==> config.mk <==
export PLATFORM = sky130hd
export DESIGN_NAME = integer_field_formatter_flat
export DESIGN_NICKNAME = d
export VERILOG_FILES = /design/src/sv/iff_pkg.sv /design/src/sv/iff_stream_if.sv /design/src/sv/iff_datapath.sv /design/src/sv/integer_field_formatter.sv /design/src/flat_wrapper.sv
export SDC_FILE = /design/constraint.sdc
export NUM_CORES = 2
export LEC_CHECK = 0
export ABC_AREA = 1
export BUFFER_PORTS_ARGS = -buffer_cell sky130_fd_sc_hd__buf_2
export CAP_MARGIN = 20
export CORE_MARGIN = 2
export CORE_UTILIZATION = 59
export DETAILED_ROUTE_END_ITERATION = 8
export GPL_TIMING_DRIVEN = 0
export PLACE_DENSITY_LB_ADDON = 0.15
export RECOVER_POWER = 25
export SYNTH_ARGS = -nofsm -noshare
export SYNTH_HDL_FRONTEND = slang
export SYNTH_SLANG_ARGS = --single-unit
==> constraint.sdc <==
create_clock -name clk -period 6.6 [get_ports clk]
set_input_delay 0.99 -clock clk [delete_from_list [all_inputs] [get_ports clk]]
set_output_delay 0.99 -clock clk [all_outputs]
set_load 0.03 [all_outputs]
==> src/sv/iff_pkg.sv <==
package iff_pkg;

  typedef struct packed {
    logic               mode;
    logic signed [31:0] value;
    logic [6:0]         width;
    logic [5:0]         precision;
  } iff_req_t;

  typedef struct packed {
    logic [7:0]  char_out;
    logic        last;
    logic [31:0] total_chars;
  } iff_res_t;

  localparam int DIGIT_DEPTH = 11;
  localparam int DIGIT_IDX_W = 4;

  // floor(x / 10) == (x * DEC_RECIP) >> DEC_SHIFT for every 32-bit x
  localparam logic [31:0] DEC_RECIP = 32'hCCCC_CCCD;
  localparam int          DEC_SHIFT = 35;

  localparam logic [7:0] CHAR_SPACE = 8'h20;
  localparam logic [7:0] CHAR_MINUS = 8'h2D;
  localparam logic [7:0] CHAR_ZERO  = 8'h30;
  localparam logic [7:0] CHAR_A     = 8'h61;

  typedef enum logic [2:0] {
    OP_LOAD,
    OP_DIVIDE,
    OP_DIGIT,
    OP_SETUP,
    OP_EMIT
  } op_t;

  typedef enum logic [1:0] {
    COND_ALWAYS,
    COND_ACCEPT,
    COND_MORE,
    COND_LAST
  } cond_t;

  typedef logic [2:0] step_t;

  localparam step_t STEP_LOAD   = 3'd0;
  localparam step_t STEP_DIVIDE = 3'd1;
  localparam step_t STEP_DIGIT  = 3'd2;
  localparam step_t STEP_SETUP  = 3'd3;
  localparam step_t STEP_EMIT   = 3'd4;

  // taken: go to target; not taken: stay if hold, else fall through
  typedef struct packed {
    op_t   op;
    cond_t cond;
    logic  hold;
    step_t target;
  } ctrl_word_t;

  typedef struct packed {
    logic more_digits;
    logic emit_last;
  } status_t;

  function automatic ctrl_word_t program_rom(input step_t s);
    ctrl_word_t w;
    unique case (s)
      STEP_LOAD:   w = '{op: OP_LOAD,   cond: COND_ACCEPT, hold: 1'b1, target: STEP_DIVIDE};
      STEP_DIVIDE: w = '{op: OP_DIVIDE, cond: COND_ALWAYS, hold: 1'b0, target: STEP_DIGIT};
      STEP_DIGIT:  w = '{op: OP_DIGIT,  cond: COND_MORE,   hold: 1'b0, target: STEP_DIVIDE};
      STEP_SETUP:  w = '{op: OP_SETUP,  cond: COND_ALWAYS, hold: 1'b0, target: STEP_EMIT};
      STEP_EMIT:   w = '{op: OP_EMIT,   cond: COND_LAST,   hold: 1'b1, target: STEP_LOAD};
      default:     w = '{op: OP_LOAD,   cond: COND_ALWAYS, hold: 1'b0, target: STEP_LOAD};
    endcase
    return w;
  endfunction

  function automatic logic [7:0] digit_char(input logic [3:0] d);
    logic [7:0] c;
    if (d < 4'd10) begin
      c = CHAR_ZERO + 8'(d);
    end else begin
      c = CHAR_A + 8'(d - 4'd10);
    end
    return c;
  endfunction

endpackage

==> src/sv/iff_stream_if.sv <==
interface iff_stream_if #(
  parameter type payload_t = logic
) ();
  logic     valid;
  logic     ready;
  payload_t data;

  modport source (output valid, output data, input ready);
  modport sink (input valid, input data, output ready);
endinterface

==> src/sv/iff_datapath.sv <==
module iff_datapath #(
  parameter int MAX_FIELD_CHARS = 64
) (
  input  logic                clk,
  input  logic                rst,
  input  iff_pkg::ctrl_word_t cw,
  input  logic                req_fire,
  input  iff_pkg::iff_req_t   req_data,
  input  logic                res_ready,
  output iff_pkg::status_t    status,
  output logic                res_valid,
  output iff_pkg::iff_res_t   res_data
);

  localparam int PW = $clog2(MAX_FIELD_CHARS + 1);
  localparam logic [PW-1:0] MAXW = PW'(MAX_FIELD_CHARS);

  logic        mode;
  logic        neg;
  logic [31:0] mag;
  logic [31:0] quot;
  logic [3:0]  digit_store [iff_pkg::DIGIT_DEPTH];
  logic [iff_pkg::DIGIT_IDX_W-1:0] nd;
  logic [6:0]  width_r;
  logic [5:0]  prec_r;
  logic [PW-1:0] pad;
  logic [PW-1:0] neg_end;
  logic [PW-1:0] zero_end;
  logic [PW-1:0] total;
  logic [PW-1:0] pos;
  logic [31:0] char_total;

  logic [63:0] prod;
  logic [3:0]  digit;
  logic        is_neg_in;
  logic [PW-1:0] w_sat, prec_lim, p_sat, nd_w, neg_w, ndig, body, pad_c;
  logic [PW-1:0] idx_w;
  logic [iff_pkg::DIGIT_IDX_W-1:0] idx;
  logic [3:0]  rd_digit;
  logic [7:0]  char_c;
  logic        last_c;
  logic        emit_go;

  assign prod      = 64'(mag) * 64'(iff_pkg::DEC_RECIP);
  assign is_neg_in = !req_data.mode && req_data.value[31];

  // remainder fits in four bits, so only the low nibble of quot*10 matters
  assign digit = mode ? mag[3:0] : (mag[3:0] - 4'(quot[3:0] * 4'd10));

  assign status.more_digits = (quot != 32'd0) &&
                              (nd < iff_pkg::DIGIT_IDX_W'(iff_pkg::DIGIT_DEPTH - 1));

  // field geometry
  assign neg_w    = PW'(neg);
  assign nd_w     = PW'(nd);
  assign w_sat    = (width_r > 7'(MAX_FIELD_CHARS)) ? MAXW : PW'(width_r);
  assign prec_lim = MAXW - neg_w;
  assign p_sat    = (7'(prec_r) > 7'(prec_lim)) ? prec_lim : PW'(prec_r);
  assign ndig     = (p_sat > nd_w) ? p_sat : nd_w;
  assign body     = ndig + neg_w;
  assign pad_c    = (w_sat > body) ? (w_sat - body) : '0;

  // character at pos
  assign idx_w    = zero_end + nd_w - PW'(1) - pos;
  assign idx      = idx_w[iff_pkg::DIGIT_IDX_W-1:0];
  assign rd_digit = (idx < iff_pkg::DIGIT_IDX_W'(iff_pkg::DIGIT_DEPTH)) ? digit_store[idx] : 4'd0;

  always_comb begin
    priority if (pos < pad) begin
      char_c = iff_pkg::CHAR_SPACE;
    end else if (pos < neg_end) begin
      char_c = iff_pkg::CHAR_MINUS;
    end else if (pos < zero_end) begin
      char_c = iff_pkg::CHAR_ZERO;
    end else begin
      char_c = iff_pkg::digit_char(rd_digit);
    end
  end

  assign last_c           = (pos + PW'(1)) == total;
  assign emit_go          = (cw.op == iff_pkg::OP_EMIT) && (!res_valid || res_ready);
  assign status.emit_last = emit_go && last_c;

  always_ff @(posedge clk) begin
    if (rst) begin
      res_valid  <= 1'b0;
      char_total <= 32'd0;
      nd         <= '0;
      pos        <= '0;
    end else begin
      if (emit_go) begin
        res_valid  <= 1'b1;
        char_total <= char_total + 32'd1;
        pos        <= pos + PW'(1);
      end else if (res_ready) begin
        res_valid <= 1'b0;
      end
      if (req_fire) begin
        nd <= '0;
      end else if (cw.op == iff_pkg::OP_DIGIT) begin
        nd <= nd + iff_pkg::DIGIT_IDX_W'(1);
      end
      if (cw.op == iff_pkg::OP_SETUP) begin
        pos <= '0;
      end
    end
  end

  always_ff @(posedge clk) begin
    if (req_fire) begin
      mode    <= req_data.mode;
      neg     <= is_neg_in;
      mag     <= is_neg_in ? (32'd0 - $unsigned(req_data.value)) : $unsigned(req_data.value);
      width_r <= req_data.width;
      prec_r  <= req_data.precision;
    end
    unique case (cw.op)
      iff_pkg::OP_DIVIDE: begin
        quot <= mode ? {4'd0, mag[31:4]} : 32'(prod >> iff_pkg::DEC_SHIFT);
      end
      iff_pkg::OP_DIGIT: begin
        digit_store[nd] <= digit;
        mag             <= quot;
      end
      iff_pkg::OP_SETUP: begin
        pad      <= pad_c;
        neg_end  <= pad_c + neg_w;
        zero_end <= pad_c + neg_w + ndig - nd_w;
        total    <= pad_c + body;
      end
      iff_pkg::OP_LOAD, iff_pkg::OP_EMIT: begin
      end
      default: begin
      end
    endcase
    if (emit_go) begin
      res_data.char_out    <= char_c;
      res_data.last        <= last_c;
      res_data.total_chars <= char_total + 32'd1;
    end
  end

endmodule

==> src/sv/integer_field_formatter.sv <==
// integer field formatter: printf-style %d / %x conversion of one 32-bit value
//
// req: one transaction per field: mode (0 signed decimal, 1 lowercase hex of the
//   32-bit pattern), value, minimum width, precision (0 means none)
// res: one transaction per ASCII character: char_out, last on the final
//   character, total_chars counting every character since reset (wraps)
//
// a small control program steps a shared datapath: a load step takes the request,
// each digit takes a divide step (multiply by the reciprocal of ten, or shift by
// four) and a digit step that writes it, then a setup step, then one character per
// cycle while the receiver takes them. D, the digit count of a field, is at most
// 10 decimal or 8 hex
//
// req.ready is high only while the sequencer waits for a request; it may rise while
// the last character of the previous field still sits in the output register.
// when the receiver stalls, the output register holds and emission waits.
// reset clears the sequencer, the output valid flag and the character total.
module integer_field_formatter #(
  parameter int MAX_FIELD_CHARS = 64
) (
  input logic         clk,
  input logic         rst,
  iff_stream_if.sink   req,
  iff_stream_if.source res
);

  iff_pkg::step_t      step;
  iff_pkg::step_t      step_next;
  iff_pkg::ctrl_word_t cw;
  iff_pkg::status_t    status;
  logic                req_fire;
  logic                taken;

  assign cw        = iff_pkg::program_rom(step);
  assign req.ready = (cw.op == iff_pkg::OP_LOAD);
  assign req_fire  = req.valid && req.ready;

  always_comb begin
    unique case (cw.cond)
      iff_pkg::COND_ALWAYS: taken = 1'b1;
      iff_pkg::COND_ACCEPT: taken = req_fire;
      iff_pkg::COND_MORE:   taken = status.more_digits;
      iff_pkg::COND_LAST:   taken = status.emit_last;
      default:              taken = 1'b0;
    endcase
    if (taken) begin
      step_next = cw.target;
    end else if (cw.hold) begin
      step_next = step;
    end else begin
      step_next = step + 3'd1;
    end
  end

  always_ff @(posedge clk) begin
    if (rst) begin
      step <= iff_pkg::STEP_LOAD;
    end else begin
      step <= step_next;
    end
  end

  iff_datapath #(
    .MAX_FIELD_CHARS(MAX_FIELD_CHARS)
  ) u_datapath (
    .clk      (clk),
    .rst      (rst),
    .cw       (cw),
    .req_fire (req_fire),
    .req_data (req.data),
    .res_ready(res.ready),
    .status   (status),
    .res_valid(res.valid),
    .res_data (res.data)
  );

endmodule

==> src/flat_wrapper.sv <==
// flat-port wrapper written by rule: the top's interface ports become plain ports
module integer_field_formatter_flat 
#(
  parameter int MAX_FIELD_CHARS = 64
)
  (clk, rst, req_valid, req_data, req_ready, res_valid, res_data, res_ready);
  iff_stream_if #(.payload_t(iff_pkg::iff_req_t)) req_i ();
  iff_stream_if #(.payload_t(iff_pkg::iff_res_t)) res_i ();
  input logic clk;
  input logic rst;
  input wire logic [$bits(req_i.valid)-1:0] req_valid;
  input wire logic [$bits(req_i.data)-1:0] req_data;
  output wire logic [$bits(req_i.ready)-1:0] req_ready;
  output wire logic [$bits(res_i.valid)-1:0] res_valid;
  output wire logic [$bits(res_i.data)-1:0] res_data;
  input wire logic [$bits(res_i.ready)-1:0] res_ready;
  assign req_i.valid = req_valid;
  assign req_i.data = req_data;
  assign req_ready = req_i.ready;
  assign res_valid = res_i.valid;
  assign res_data = res_i.data;
  assign res_i.ready = res_ready;
  integer_field_formatter #(.MAX_FIELD_CHARS(MAX_FIELD_CHARS)) u_core (.clk(clk), .rst(rst), .req(req_i), .res(res_i));
endmodule
==> metrics.txt <==
status=finished with violations; failing checks=setup timing; arrival time at the worst endpoint=~7.1 ns; Die X=235 um; Placer Congestion=about 1.0; Critical R2R Launch=u_core.u_datapath.mag[11]; Yosys top cell by area=fa_1; DR vias/cell=5.63; layout cells sized above 1=between 20% and 30%; setup skew after layout=between 0.05 and 0.06 ns; vias=~26k; Setup crit end kind=flip-flop; sequential fraction of the synthesis area=approximately a fifth; Worst-Skew Late Latency=around 0.56 ns; Fin Hold WS=0.512 ns; first-pass GRT wire length=149000 um; dominant synthesized flop cell=edfxtp_1; RSZ-0062 raised after global routing=yes; class of the worst hold path=flip-flop to flip-flop; FP Rows=84; DRT iter0 DRCs=between 2k and 2.5k; Total Routed Length=about 100000 um; Slew @ Worst Pin=between 1 and 1.5 ns; CTS buffer count=25; CTS clk-pin slew, worst paths=~0.060 ns; fin nets=slightly below 5k; Mapped Cells=approximately 3.6k; DP HPWL=approximately 77000 um; post-route cell area=roughly 38000 sq um; PortBufs=around 90; root buf cell=clkbuf_16; top-area cell type share of the netlist area=between 20% and 30%; # hold bufs at CTS=0; Bufs and invs on worst path=4; Worst Setup SP=u_core.u_datapath.mag[11]; final setup fails=20; delay-heaviest family, CP=adder cells; post-layout minimum cycle time=6.82 ns; netlist area before placement=between 30000 and 40000 sq um; crit-path most repeated cell=fa_1; total congestion overflow=0; Avg Inst Size Synth=roughly 9 sq um; antenna-violating nets left=0; Initial Util=59.9%; WL/cell=around 22 um; WP data required=between 6 and 7 ns; period utilization=103%; drt first pass iters=8; num ports=93; CP startpoint kind=flip-flop; Mapped Nets=~4.5k; largest net degree at the start of global routing=50; post-route worst setup slack=-0.220 ns; Max-Cap Viols=0; gr usage total=35.6%; Post-synth EDFFs=around 190; CP max stage delay=0.60 ns; CTS tree=built; synth warn=0; endpoints failing hold=0; H-Tree Depth=1; Die ar.=about 55000 sq um; initial antenna violation count=1; top-count cell post-synth=inv_1; Core Area=approximately 53000 sq um; synth-to-layout area growth=21.4%; largest fanout on the critical path=4; worst-case clock buffer depth=3; placed instance area=33000 sq um; crit-path cells=ha_4, clkinvlp_4, fa_1, fa_1, inv_1, fa_1, fa_1, inv_1, fa_1, inv_1, fa_1, fa_1, ha_4, a21oi_2, o21ai_2, a21oi_2, o21bai_4, nand3b_1, xor2_1, nand2_2, nand2_1; top cells by count, synth=927 x inv_1, 517 x nand2_1, 426 x fa_1; Pins Over Slew Limit=0; Seq cells post-synth=about 240; Post-route DRC=0; Worst slew margin=between 10% and 20%; clk sink count=roughly 240; diodes inserted=0; hold_sp=u_core.u_datapath.char_total[0]; vias in the first global route=about 26k; Die Y=around 240 um; Place WS=-1.14 ns; fraction of registers with async set/reset=0%; post-synthesis cell type count=53; Worst Path Class, Setup=flip-flop to flip-flop; Final Util=~73%; synth top area cells=fa_1 27%, edfxtp_1 18%, ha_1 16%; fmax=147 MHz; critical path's slowest cell=fa_1
## layout make-up
| type | count | area [sq um] |
|---|---|---|
| timing repair buffer | 326 | 2340 |
| multi-input combinational | 2405 | 23900 |
| fill | 3852 | 14400 |
| sequential | 235 | 6590 |
| buffer | 39 | 175 |
| clock inverter | 13 | 219 |
| clock buffer | 33 | 676 |
| inverter | 933 | 3570 |
| tap | 688 | 861 |
## flip-flops by register name (all words and copies together) (netlist names)
signal and cells:
u_core.u_datapath.nd 4, u_core.u_datapath.zero_end 7, u_core.u_datapath.res_data 40, u_core.u_datapath.char_total 32, u_core.u_datapath.neg 1, u_core.u_datapath.prec_r 6
u_core.u_datapath.mag 32, u_core.u_datapath.pad 7, u_core.u_datapath.width_r 7, u_core.step 3, u_core.u_datapath.neg_end 7, u_core.u_datapath.mode 1
u_core.u_datapath.digit_store 44, u_core.u_datapath.quot 29, u_core.u_datapath.total 7, u_core.u_datapath.pos 7, u_core.u_datapath.res_valid 1
## cell families after synthesis
group	after synthesis	share of synthesized area [%]
flops	235	20.8
fa+ha+maj	833	43.1
simple gates	1114	15.4
compound gates	357	6.27
xor+xnor	100	2.77
buf+inv	972	11.6
other cells	1	0.0119
## through the flow
stage	instances	setup TNS (ns)
final	4672	-1.56
after global routing	4672	-6.28
after CTS	4597	-0.0398
after detailed placement	4397	-30.10
after global placement	4391	-30.56
after floorplan	3612	0
## final timing paths
| kind | endpoint | slack (ns) | cells after the start |
|---|---|---|---|
| worst min register to register | u_core.u_datapath.char_total[0] | 0.51 | 1 |
| worst max register to register | u_core.u_datapath.quot[5] | -0.22 | 21 |
| worst min-delay path | u_core.u_datapath.char_total[0] | 0.51 | 1 |
| worst max-delay path | u_core.u_datapath.quot[5] | -0.22 | 21 |
## worst reg2reg max path: stages (launching register included)
cell        delay, ns
edfxtp_1         0.53
ha_4             0.31
clkinvlp_4       0.20
fa_1             0.51
fa_1             0.54
inv_1            0.05
fa_1             0.46
fa_1             0.51
inv_1            0.08
fa_1             0.54
inv_1            0.05
fa_1             0.48
fa_1             0.60
ha_4             0.23
a21oi_2          0.20
o21ai_2          0.13
a21oi_2          0.25
o21bai_4         0.11
nand3b_1         0.31
xor2_1           0.23
nand2_2          0.15
nand2_1          0.07
## cell usage in the layout, fill, tap and decap left out, drive strengths merged, types with 7 or more instances in the layout
master	netlist	final
nand3b	11	11
a211oi	8	8
edfxtp	188	188
dfxtp	47	47
o211ai	7	7
fa	426	426
buf	21	303
a21oi	138	138
clkbuf	18	95
nor2	300	300
xnor2	25	25
nand4	40	40
o21bai	16	16
nor4	21	21
clkinvlp	0	18
o21ai	146	146
a31oi	14	14
a21o	12	12
nor3	48	48
nand2	538	538
ha	407	407
nand3	132	132
or2	17	17
inv	932	916
xor2	75	75
## timing repair
action / CTS / global route
gates resized for setup: 279 / 366
buffers inserted: 154 / 77
setup endpoints to repair: 35 / 33
pin swaps: 116 / 213
## metal layers
metal  global-route usage, %  routed length, um
met5                       0                 17
met4                    23.5               9270
met3                    6.52               8010
met2                    58.3              47200
met1                    43.3              37200
Power is not shown: default switching activity piles up to over one toggle a cycle in this logic, so the estimate is an artifact.
